--- src/rtl/core/arf_pkg.sv ---
`timescale 1ns / 1ps
// ----------------------------------------------------------------------------
// arf_pkg: shared types and constants of the alignment record filter
// Character codes, saturation limits, verdict codes and the line summary
// handed from the parser to the result stage.
// ----------------------------------------------------------------------------
package arf_pkg;

  localparam int unsigned ChW     = 8;
  localparam int unsigned MarginW = 16;
  localparam int unsigned FlagW   = 16;
  localparam int unsigned SumW    = 31;
  localparam int unsigned FieldW  = 3;

  localparam logic [ChW-1:0] ChNewline = 8'd10;
  localparam logic [ChW-1:0] ChTab     = 8'd9;
  localparam logic [ChW-1:0] ChHeader  = 8'h40; // '@'
  localparam logic [ChW-1:0] ChMatch   = 8'h4d; // 'M'
  localparam logic [ChW-1:0] ChZero    = 8'h30; // '0'
  localparam logic [ChW-1:0] ChNine    = 8'h39; // '9'

  localparam logic [MarginW-1:0] MarginReset = 16'd20;
  localparam logic [FlagW-1:0]   FlagMax     = 16'hffff;
  localparam logic [FlagW-1:0]   FlagDropMin = 16'd256;
  localparam logic [SumW-1:0]    SumMax      = 31'h7fffffff;
  localparam logic [FieldW-1:0]  FieldMax    = 3'd7;
  localparam logic [FieldW-1:0]  FieldFlag   = 3'd1;
  localparam logic [FieldW-1:0]  FieldOps    = 3'd5;

  typedef enum logic [2:0] {
    VERDICT_HEADER    = 3'd0,
    VERDICT_SECONDARY = 3'd1,
    VERDICT_UNPAIRED  = 3'd2,
    VERDICT_SHORT     = 3'd3,
    VERDICT_FULL      = 3'd4,
    VERDICT_MALFORMED = 3'd5
  } verdict_e;

  // Verdict for the line as it stands, valid when a newline arrives
  typedef struct packed {
    logic            keep;
    verdict_e        verdict;
    logic [SumW-1:0] match_total;
    logic [SumW-1:0] length_total;
  } line_result_t;

endpackage

--- src/rtl/core/alignment_record_filter.sv ---
`timescale 1ns / 1ps
// ----------------------------------------------------------------------------
// alignment_record_filter: keep-or-drop filter for alignment text lines
// Consumes one text byte per item and gives one verdict item per line.
// ----------------------------------------------------------------------------
// Usage
//   Input channel: ch_i with in_valid_i / in_stall_o, one byte per item.
//   Output channel: keep_o, verdict_o, match_total_o, length_total_o with
//   out_valid_o / out_stall_i; one item for each newline byte, none else.
//   Throughput: one input byte per cycle while in_stall_o is low.
//   Latency: the verdict item appears the cycle after its newline is taken;
//   it is computed from the registered line state and lands in a single
//   output register.
//   Stall: while an output item waits under out_stall_i the block keeps
//   taking bytes; it raises in_stall_o only for a newline that meets the
//   held item, so a newline never overwrites an untaken verdict.
//   Configuration: cfg_we_i writes cfg_data_i into the match margin; write
//   only with the block idle.
//   Reset: clears the line state (start of line, no fields), empties the
//   output register and sets the margin to 20.
// ----------------------------------------------------------------------------
module alignment_record_filter (
  input  logic                         clk_i,
  input  logic                         rst_ni,
  input  logic                         cfg_we_i,
  input  logic [arf_pkg::MarginW-1:0]  cfg_data_i,
  input  logic                         in_valid_i,
  output logic                         in_stall_o,
  input  logic [arf_pkg::ChW-1:0]      ch_i,
  output logic                         out_valid_o,
  input  logic                         out_stall_i,
  output logic                         keep_o,
  output logic [2:0]                   verdict_o,
  output logic [arf_pkg::SumW-1:0]     match_total_o,
  output logic [arf_pkg::SumW-1:0]     length_total_o
);
  import arf_pkg::*;

  logic [MarginW-1:0] margin_q;
  logic               accept;
  line_result_t       line_res;
  line_result_t       res_q;
  logic               out_valid_q, out_valid_d;

  // Hold off a newline only while an output item is stuck
  assign in_stall_o = out_valid_q && out_stall_i && (ch_i == ChNewline);
  assign accept     = in_valid_i && !in_stall_o;

  arf_line_parser u_parser (
    .clk_i    (clk_i),
    .rst_ni   (rst_ni),
    .accept_i (accept),
    .ch_i     (ch_i),
    .margin_i (margin_q),
    .result_o (line_res)
  );

  // Margin register
  always_ff @(posedge clk_i or negedge rst_ni) begin
    if (!rst_ni) begin
      margin_q <= MarginReset;
    end else if (cfg_we_i) begin
      margin_q <= cfg_data_i;
    end
  end

  // Output register
  always_comb begin
    out_valid_d = out_valid_q && out_stall_i;
    if (accept && ch_i == ChNewline) begin
      out_valid_d = 1'b1;
    end
  end

  always_ff @(posedge clk_i or negedge rst_ni) begin
    if (!rst_ni) begin
      out_valid_q <= 1'b0;
    end else begin
      out_valid_q <= out_valid_d;
    end
  end

  always_ff @(posedge clk_i) begin
    if (accept && ch_i == ChNewline) begin
      res_q <= line_res;
    end
  end

  assign out_valid_o    = out_valid_q;
  assign keep_o         = res_q.keep;
  assign verdict_o      = res_q.verdict;
  assign match_total_o  = res_q.match_total;
  assign length_total_o = res_q.length_total;

  // Checks
  a_stall_only_when_held: assert property (@(posedge clk_i) disable iff (!rst_ni)
    in_stall_o |-> out_valid_q)
    else $error("input stalled with no output item held");

  a_newline_gives_item: assert property (@(posedge clk_i) disable iff (!rst_ni)
    (accept && ch_i == ChNewline) |=> out_valid_q)
    else $error("newline accepted but no output item");

  a_keep_matches_verdict: assert property (@(posedge clk_i) disable iff (!rst_ni)
    out_valid_q |-> (keep_o == !(res_q.verdict == VERDICT_SECONDARY ||
                                 res_q.verdict == VERDICT_FULL)))
    else $error("keep flag disagrees with verdict");

  a_totals_only_for_match: assert property (@(posedge clk_i) disable iff (!rst_ni)
    (out_valid_q && !(res_q.verdict == VERDICT_SHORT || res_q.verdict == VERDICT_FULL))
      |-> (match_total_o == '0 && length_total_o == '0))
    else $error("totals set for a verdict without operation field");

  a_short_below_total: assert property (@(posedge clk_i) disable iff (!rst_ni)
    (out_valid_q && res_q.verdict == VERDICT_SHORT) |-> (match_total_o < length_total_o))
    else $error("short match verdict with match total not below length");

endmodule

--- src/rtl/core/arf_line_parser.sv ---
`timescale 1ns / 1ps
// ----------------------------------------------------------------------------
// arf_line_parser: per-character line state and verdict logic
// Tracks fields, the decimal flag and the operation run sums of one line,
// and presents the verdict of the line so far for the newline item.
// ----------------------------------------------------------------------------
module arf_line_parser (
  input  logic                         clk_i,
  input  logic                         rst_ni,
  input  logic                         accept_i,
  input  logic [arf_pkg::ChW-1:0]      ch_i,
  input  logic [arf_pkg::MarginW-1:0]  margin_i,
  output arf_pkg::line_result_t        result_o
);
  import arf_pkg::*;

  logic [FieldW-1:0] field_idx_q, field_idx_d;
  logic              field_open_q, field_open_d;
  logic              line_start_q, line_start_d;
  logic              header_q, header_d;
  logic [FlagW-1:0]  flag_q, flag_d;
  logic              flag_done_q, flag_done_d;
  logic [SumW-1:0]   run_q, run_d;
  logic [SumW-1:0]   len_sum_q, len_sum_d;
  logic [SumW-1:0]   match_sum_q, match_sum_d;

  logic              is_digit;
  logic [3:0]        digit;
  logic [FlagW+3:0]  flag_ext;
  logic [SumW+3:0]   run_ext;
  logic [SumW:0]     len_add;
  logic [SumW:0]     match_add;
  logic              has_f1;
  logic              has_f5;
  logic [SumW:0]     match_plus_margin;

  // Character decode and saturating arithmetic
  always_comb begin
    is_digit  = (ch_i >= ChZero) && (ch_i <= ChNine);
    digit     = 4'(ch_i - ChZero);
    flag_ext  = {1'b0, flag_q, 3'b000} + {3'b000, flag_q, 1'b0} + {16'd0, digit};
    run_ext   = {1'b0, run_q, 3'b000} + {3'b000, run_q, 1'b0} + {31'd0, digit};
    len_add   = {1'b0, len_sum_q} + {1'b0, run_q};
    match_add = {1'b0, match_sum_q} + {1'b0, run_q};
  end

  // Next-state logic for one accepted item
  always_comb begin
    field_idx_d  = field_idx_q;
    field_open_d = field_open_q;
    line_start_d = line_start_q;
    header_d     = header_q;
    flag_d       = flag_q;
    flag_done_d  = flag_done_q;
    run_d        = run_q;
    len_sum_d    = len_sum_q;
    match_sum_d  = match_sum_q;
    if (accept_i) begin
      if (ch_i == ChNewline) begin
        field_idx_d  = '0;
        field_open_d = 1'b0;
        line_start_d = 1'b1;
        header_d     = 1'b0;
        flag_d       = '0;
        flag_done_d  = 1'b0;
        run_d        = '0;
        len_sum_d    = '0;
        match_sum_d  = '0;
      end else begin
        line_start_d = 1'b0;
        if (line_start_q && ch_i == ChHeader) begin
          header_d = 1'b1;
        end
        if (!(header_q || (line_start_q && ch_i == ChHeader))) begin
          if (ch_i == ChTab) begin
            if (field_open_q) begin
              field_open_d = 1'b0;
              if (field_idx_q != FieldMax) begin
                field_idx_d = field_idx_q + 3'd1;
              end
            end
          end else begin
            field_open_d = 1'b1;
            if (field_idx_q == FieldFlag) begin
              if (!flag_done_q) begin
                if (is_digit) begin
                  flag_d = (flag_ext > {4'd0, FlagMax}) ? FlagMax : flag_ext[FlagW-1:0];
                end else begin
                  flag_done_d = 1'b1;
                end
              end
            end else if (field_idx_q == FieldOps) begin
              if (is_digit) begin
                run_d = (run_ext > {4'd0, SumMax}) ? SumMax : run_ext[SumW-1:0];
              end else begin
                len_sum_d = len_add[SumW] ? SumMax : len_add[SumW-1:0];
                if (ch_i == ChMatch) begin
                  match_sum_d = match_add[SumW] ? SumMax : match_add[SumW-1:0];
                end
                run_d = '0;
              end
            end
          end
        end
      end
    end
  end

  // Verdict of the line so far
  always_comb begin
    has_f1 = (field_idx_q > FieldFlag) || (field_idx_q == FieldFlag && field_open_q);
    has_f5 = (field_idx_q > FieldOps) || (field_idx_q == FieldOps && field_open_q);
    match_plus_margin = {1'b0, match_sum_q} + {16'd0, margin_i};
    result_o.keep         = 1'b1;
    result_o.verdict      = VERDICT_HEADER;
    result_o.match_total  = '0;
    result_o.length_total = '0;
    if (header_q) begin
      result_o.verdict = VERDICT_HEADER;
    end else if (!has_f1) begin
      result_o.verdict = VERDICT_MALFORMED;
    end else if (flag_q >= FlagDropMin) begin
      result_o.keep    = 1'b0;
      result_o.verdict = VERDICT_SECONDARY;
    end else if (!flag_q[1]) begin
      result_o.verdict = VERDICT_UNPAIRED;
    end else if (!has_f5) begin
      result_o.verdict = VERDICT_MALFORMED;
    end else begin
      result_o.match_total  = match_sum_q;
      result_o.length_total = len_sum_q;
      if (match_plus_margin < {1'b0, len_sum_q}) begin
        result_o.verdict = VERDICT_SHORT;
      end else begin
        result_o.keep    = 1'b0;
        result_o.verdict = VERDICT_FULL;
      end
    end
  end

  // Line state registers
  always_ff @(posedge clk_i or negedge rst_ni) begin
    if (!rst_ni) begin
      field_idx_q  <= '0;
      field_open_q <= 1'b0;
      line_start_q <= 1'b1;
      header_q     <= 1'b0;
      flag_q       <= '0;
      flag_done_q  <= 1'b0;
      run_q        <= '0;
      len_sum_q    <= '0;
      match_sum_q  <= '0;
    end else begin
      field_idx_q  <= field_idx_d;
      field_open_q <= field_open_d;
      line_start_q <= line_start_d;
      header_q     <= header_d;
      flag_q       <= flag_d;
      flag_done_q  <= flag_done_d;
      run_q        <= run_d;
      len_sum_q    <= len_sum_d;
      match_sum_q  <= match_sum_d;
    end
  end

endmodule
--- config.mk ---
export PLATFORM = sky130hd
export DESIGN_NAME = alignment_record_filter
export DESIGN_NICKNAME = d
export VERILOG_FILES = /design/src/rtl/core/arf_pkg.sv /design/src/rtl/core/alignment_record_filter.sv /design/src/rtl/core/arf_line_parser.sv
export SDC_FILE = /design/constraint.sdc
export NUM_CORES = 1
export LEC_CHECK = 0
export BUFFER_PORTS_ARGS = -buffer_cell sky130_fd_sc_hd__buf_2
export CORE_UTILIZATION = 42
export DETAILED_ROUTE_END_ITERATION = 6
export GPL_TIMING_DRIVEN = 0
export PLACE_DENSITY = 0.59
export SETUP_SLACK_MARGIN = 0.5
export SLEW_MARGIN = 10
export SYNTH_ARGS = -nofsm -noshare
export SYNTH_HDL_FRONTEND = slang
export SYNTH_SLANG_ARGS = --single-unit
--- constraint.sdc ---
create_clock -name clk_i -period 5.15 [get_ports clk_i]
set_input_delay 1.2875 -clock clk_i [delete_from_list [all_inputs] [get_ports clk_i]]
set_output_delay 1.2875 -clock clk_i [all_outputs]
set_load 0.005 [all_outputs]
==> metrics, run 1 <==
Synth Register Bits=roughly 200; total core area=approximately 0.037 sq mm; TritonCTS Sinks=about 200; launch instance of the worst register-to-register path=u_parser.match_sum_q[1]; cell area after synthesis=approximately 0.016 sq mm; cell taking the most area after synthesis=dfrtp_1; peak per-stage delay on the critical path=0.58 ns; average wire per standard cell=~19 microns; Port Buf Inserts=95; Final Worst Setup Slack=approximately 0.62 ns; Vert. Die Dim=slightly below 200 microns; cell leakage power=0.008310 uW; final-layout fill cell count=between 3000 and 4000; CTS tree=built; CTS H-tree depth=4; Routed Antenna Nets=0; post-synth top area share=a little over a fifth; maximum buffer depth of the clock tree=2; number of flops mapped to enable cells by yosys=66; CP endpoint kind=flip-flop; global-route usage over all layers=23.45%; final RePlAce weighted congestion=slightly above 0.9; total power after layout=7940 uW; total cell area at the placement stage=0.01666 sq mm; capture point of the worst reg-to-reg path=verdict_o[0]; commonest cells after routing, fill and taps aside=ha_1 (200), a21oi_1 (136), dfrtp_1 (128), o21ai_0 (116), buf_2 (111); Pins Over Slew Limit=0; clk root buf=clkbuf_16; largest driver fanout on the critical path=10; gr ovfl total=0; power density normalized to cell area=about 450 mW/mm^2; horizontal die dimension=roughly 190 microns; class of the tightest hold or removal check=flip-flop to flip-flop; initial antenna violation count=0; Routed Wire Length=between 40 and 50 mm; Max transition margin=23.31%; top cells by area in the synthesized netlist=dfrtp_1 (21%), ha_1 (16%), edfxtp_1 (13%); time the final worst path needs with I/O delays and setup=4.533 ns; post-detailed-route DRC marker count=0; detailed-route wire length on metal 1=19.72 mm; Avg Inst Size Synth=just over 9 sq um; number of instances in the synthesized netlist=1680; net count after synthesis=between 1500 and 2000; number of violations reported at the end of detailed-routing iteration 0=919; Avg Vias per Cell=between 5 and 6; Achievable Freq=0.2206 GHz; effective utilization at floorplan=between 40% and 50%; last element of the critical path=u_parser.run_q[13]; I/O pin total=slightly below 100; beginning of the critical path=ch_i[3]; Most used DFF post-synth=dfrtp_1; final std cell area, no fill=~0.018 sq mm; synth-to-layout area growth=13.26%; Placement Setup Slack=-0.9573 ns; crit-path leading delay family=compound AO/OA/AOI/OAI gates; count of standard-cell rows=70; Critical Path, Cell by Cell=buf_2, inv_1, fa_1, inv_1, ha_1, a211oi_1, o21ai_1, o311ai_4, o211ai_1, o22ai_2, o31ai_1, xor2_1, nor4_4, buf_2, a31oi_1; path depth of the worst reg2reg path=17; arrival time at the worst endpoint=around 4.9 ns; critical path class=input port to flip-flop; number of distinct standard cells referenced by the synthesized netlist=90; pin count of the biggest net entering global routing=approximately 100; async set-or-reset flop fraction in the synthesized netlist=around two thirds; post-route core utilization=between 40% and 50%; Finish-stage setup viols=0; total via count in the routed design=13260; most common cell after layout, fill and taps aside=ha_1; buffer and inverter count on the worst path=4; Detail Placement HPWL=approximately 34 mm; Sequential cell area=between 0.005 and 0.006 sq mm; result of the run=complete, no violations; clock transition at the register clock pins on the worst setup and hold paths after CTS=~0.080 ns; sequential area share after synthesis=between 30% and 40%; number of buffers added by the clock tree synthesis step=17; # Max-Cap Violations=0; wire length of the first global-routing pass=about 70 mm; worst hold slack across all endpoints=around 0.48 ns; Tcrit/Tclk final=88.01%; Worst path slowest cell=fa_1; number of nets at the end of the flow=2051; via count of the first global-routing pass=roughly 13000; clock latency on the worst-skew pair=approximately 0.46 ns; total area of multi-input combinational cells=0.009851 sq mm; Yosys warnings=0; ANT cells=0; Clock Skews=around 0.013 ns; total length of routed met2 wires=around 21 mm; Top Layer Used=met4; unrepaired setup endpoints after global routing=true; total die area=between 0.03 and 0.04 sq mm; share of post-route cells with drive strength above 1=between 10% and 20%; number of search-and-repair iterations in the first detailed-routing pass=6; worst IR drop on VDD=0.3119 mV; required time of the critical path=approximately 5.5 ns; critical path depth=15; Critical Path Source Type=input port; actual transition at the worst max-transition pin=between 1 and 1.5 ns; routed wl met3=1.916 mm; hold violation count in the final report=0; R2R Setup Slk=around 0.63 ns
synthesized netlist by cell type (8+ instances only):
cell type	n
ha_1	203
a21oi_1	138
dfrtp_1	130
o21ai_0	122
nand2_1	108
nor2_1	101
inv_1	82
edfxtp_1	66
a21o_1	59
xnor2_1	49
xor2_1	49
o21ai_1	48
and2_1	41
nor4_1	41
a31oi_1	38
clkbuf_1	30
nor3_1	29
o211ai_1	29
nand3_1	27
buf_2	19
nand2b_1	18
mux2_2	16
or3_1	16
nand4_1	15
o21a_1	15
a211oi_1	13
and3_1	13
a21boi_0	12
o21bai_1	11
nor2b_1	9
o31ai_1	8
what timing repair did:
item / CTS / global route
pin swaps: 7 / 31
hold endpoints to repair: 0 / 0
resized for setup: 20 / 34
setup endpoints to repair: 14 / 34
setup buffers: 5 / 12
hold buffers: 0 / 0
worst min path at each step:
stage                               start                    end  slack, ns  depth (start not counted)
floorplan           u_parser.line_start_q  u_parser.line_start_q       0.45                          2
detailed placement  u_parser.line_start_q  u_parser.line_start_q       0.46                          2
finish              u_parser.line_start_q  u_parser.line_start_q       0.48                          2
global placement    u_parser.line_start_q  u_parser.line_start_q       0.45                          2
CTS                 u_parser.line_start_q  u_parser.line_start_q       0.48                          2
global route        u_parser.line_start_q  u_parser.line_start_q       0.49                          2
kinds of logic (layout without fill, tap and decap cells):
family	count (synthesis)	in the layout	synth area share, %
adder cells (fa/ha/maj)	210	210	17.23
XOR/XNOR	98	98	5.518
multiplexers	19	19	1.351
buffers and inverters	142	287	3.917
AO/OA/AOI/OAI	564	564	23.16
AND/OR/NAND/NOR	448	448	14.66
flip-flops	199	199	34.16
power by group:
group	leakage (uW)	internal, uW	switching [uW]	total [uW]
combinational	0.00565	1780	2550	4330
clock	0.000290	771	650	1420
sequential	0.00237	1850	348	2190
total	0.00831	4390	3550	7940
state kept, by name, summed over array words and instances (netlist names), 3 cells and up:
name / flops
length_total_o: 31
match_total_o: 31
u_parser.len_sum_q: 31
u_parser.match_sum_q: 31
u_parser.run_q: 31
margin_q: 16
u_parser.flag_q: 16
u_parser.field_idx_q: 3
verdict_o: 3
worst reg2reg max path, delay by kind of cell (launching register included):
| kind | cells | cell delay, ns |
|---|---|---|
| AND/OR/NAND/NOR | 4 | 0.55 |
| buffers and inverters | 1 | 0.13 |
| adder cells (fa/ha/maj) | 2 | 0.61 |
| flip-flops | 1 | 0.45 |
| XOR/XNOR | 1 | 0.20 |
| AO/OA/AOI/OAI | 9 | 2.42 |
per-layer routing:
metal | GRT usage [%] | vias to the layer above
met5 | 0 | -
met4 | 7.907 | 0
met3 | 3.089 | 62
met2 | 40.36 | 338
met1 | 30.23 | 6332
li1 | - | 6528
final cells by class:
class | count | share of cell area, %
inverters | 83 | 1.818
multi-input cells | 1339 | 55.91
clock buffers | 21 | 2.734
clock inverters | 11 | 0.6818
repair buffers | 113 | 3.636
flip-flops and latches | 199 | 30.18
plain buffers | 59 | 1.719
well taps | 468 | 3.324
through the flow:
step / cells / TNS, ns
final: 2293 / 0
after global routing: 2293 / 0
after CTS: 2281 / 0
after detailed placement: 2244 / -3.314
after global placement: 2243 / -53.88
after floorplan: 1680 / 0
(Power assumes the default switching activity.)
==> run 2, diff against run 1 <==
--- a/config.mk
+++ b/config.mk
@@ -6,10 +6,12 @@
 export NUM_CORES = 1
 export LEC_CHECK = 0
 export BUFFER_PORTS_ARGS = -buffer_cell sky130_fd_sc_hd__buf_2
-export CORE_UTILIZATION = 42
+export CELL_PAD_IN_SITES_DETAIL_PLACEMENT = 1
+export CELL_PAD_IN_SITES_GLOBAL_PLACEMENT = 2
+export CORE_UTILIZATION = 40
 export DETAILED_ROUTE_END_ITERATION = 6
 export GPL_TIMING_DRIVEN = 0
-export PLACE_DENSITY = 0.59
+export PLACE_DENSITY = 0.82
 export SETUP_SLACK_MARGIN = 0.5
 export SLEW_MARGIN = 10
 export SYNTH_ARGS = -nofsm -noshare
==> metrics, run 2 (synthesized netlist as in run 1, its figures left out) <==
result of the run=complete, no violations; clock transition at the register clock pins on the worst setup and hold paths after CTS=~0.08 ns; Finish-stage setup viols=0; share of total power in combinational logic=55.9%; source of the worst hold timing path=u_parser.line_start_q; via count of the first global-routing pass=around 14000; CTS H-tree depth=4; actual transition at the worst max-transition pin=approximately 0.9 ns; unrepaired setup endpoints after global routing=true; commonest cells after routing, fill and taps aside=ha_1 (200), a21oi_1 (134), dfrtp_1 (129), o21ai_0 (115), buf_2 (109); launch instance of the worst register-to-register path=u_parser.match_sum_q[1]; TritonCTS Sinks=a little under 200; switching share of total power=46.65%; ANT cells=0; effective utilization at floorplan=between 40% and 50%; path depth of the worst reg2reg path=21; Routed Antenna Nets=0; number of search-and-repair iterations in the first detailed-routing pass=5; CTS tree=built; wire length of the first global-routing pass=77.94 mm; horizontal die dimension=approximately 200 microns; number of nets at the end of the flow=2051; Placement Setup Slack=-1.315 ns; Vert. Die Dim=199.2 microns; Clock Skews=approximately 0.017 ns; post-detailed-route DRC marker count=0; worst hold slack across all endpoints=between 0.4 and 0.5 ns; initial antenna violation count=0; Routed Wire Length=49.56 mm; class of the tightest hold or removal check=flip-flop to flip-flop; number of violations reported at the end of detailed-routing iteration 0=around 690; arrival time at the worst endpoint=4.85 ns; portion of total power attributed to the clock network=16.8%; Avg Vias per Cell=5.762; Post-CTS Hold Buffers=0; # Max-Cap Violations=0; total die area=approximately 0.040 sq mm; maximum buffer depth of the clock tree=2; final RePlAce weighted congestion=between 0.8 and 0.9; Final Worst Setup Slack=slightly above 0.6 ns; Detail Placement HPWL=between 30 and 40 mm; global-route usage over all layers=about 26%; largest driver fanout on the critical path=10; required time of the critical path=between 5 and 6 ns; worst IR drop on VDD=around 0.3 mV; total area of multi-input combinational cells=between 0.009 and 0.01 sq mm; clk root buf=clkbuf_16; number of buffers added by the clock tree synthesis step=17; Max transition margin=about 40%; critical path class=input port to flip-flop; Pins Over Slew Limit=0; beginning of the critical path=ch_i[3]; total core area=0.03793 sq mm; power density normalized to cell area=457.2 mW/mm^2; cell leakage power=0.008325 uW; pin count of the biggest net entering global routing=88; Port Buf Inserts=95; Sw Pwr=3772 uW; hold depth=2; share of post-route cells with drive strength above 1=roughly 15%; power share of the sequential group=between 20% and 30%; most common cell after layout, fill and taps aside=ha_1; I/O pin total=97; total negative setup slack=0 ns; clock latency on the worst-skew pair=between 0.4 and 0.5 ns; time the final worst path needs with I/O delays and setup=approximately 4.5 ns; Final Instance Count excl. Fillers=between 2000 and 2500; hold violation count in the final report=0; final-layout fill cell count=between 4000 and 5000; total via count in the routed design=13450; total placed cells including tap cells=about 2300; count of standard-cell rows=around 70; Achievable Freq=between 0.2 and 0.25 GHz; average wire per standard cell=21.22 microns; Tcrit/Tclk final=87.98%; gr ovfl total=0; Sequential cell area=0.005315 sq mm; Critical Path Source Type=input port; CP endpoint kind=flip-flop; Internal Power=about 4300 uW; synth-to-layout area growth=13.72%
## run 2: cell types whose count changed in the layout (fill, tap and decap cells not counted), moves of 3 or more
cell,change
o21ai_2,+3
buf_6,+5
buf_4,-3
inv_8,+4
## run 2: path summary, 6_finish.rpt
kind	end	slack, ns
min reg2reg	u_parser.line_start_q	0.48
max in group asynchronous	u_parser.line_start_q	3.62
min in group asynchronous	margin_q[7]	0.71
max	u_parser.run_q[17]	0.62
max reg2reg	keep_o	0.63
min	u_parser.line_start_q	0.48
## run 2: repair_timing
| action | in CTS | in global routing |
|---|---|---|
| gates resized for setup | 26 | 42 |
| pin swaps | 6 | 34 |
| setup endpoints to repair | 34 | 35 |
| buffers inserted | 8 | 9 |
## run 2: metal layers
metal	GRT usage [%]	routed length, microns	vias up
met3	3.274	1480	45
met5	0	0	-
met2	43.80	23740	213
met1	34.39	23450	6671
met4	6.382	879	0
li1	-	-	6525
## run 2: worst max-delay path, cell delays in order
cell	delay, ns
clkbuf_4	0.18
inv_1	0.07
fa_1	0.53
inv_1	0.05
ha_1	0.32
a211oi_2	0.27
o21ai_2	0.14
o311ai_4	0.40
o211ai_1	0.22
o22ai_2	0.29
nor3b_2	0.21
o21ai_0	0.15
nor4_4	0.26
buf_4	0.18
buf_4	0.18
a31oi_1	0.11
## run 2: power by group through the flow
stage                     clock network, uW  registers, uW  logic (uW)
after floorplan                           0           2040        3360
after global placement                    0           2220        4230
after detailed placement                  0           2230        4370
after CTS                              1390           2200        4440
after global routing                   1440           2230        5050
final                                  1360           2200        4520
## run 2: per-stage QoR
step	power (uW)	area [sq um]	utilization [%]
floorplan	5404	15550	-
global placement	6446	16670	43.95
detailed placement	6595	16720	44.09
CTS	8028	17470	46.05
global route	8717	17690	46.63
finish	8087	17690	46.63
## run 2: cell type report
class / count / area share, %
clock inverter: 13 / 0.7497
inverter: 83 / 1.811
tap: 511 / 3.614
timing repair buffer: 113 / 3.699
multi-input combinational: 1339 / 55.83
clock buffer: 18 / 2.483
buffer: 59 / 1.768
sequential: 199 / 30.05
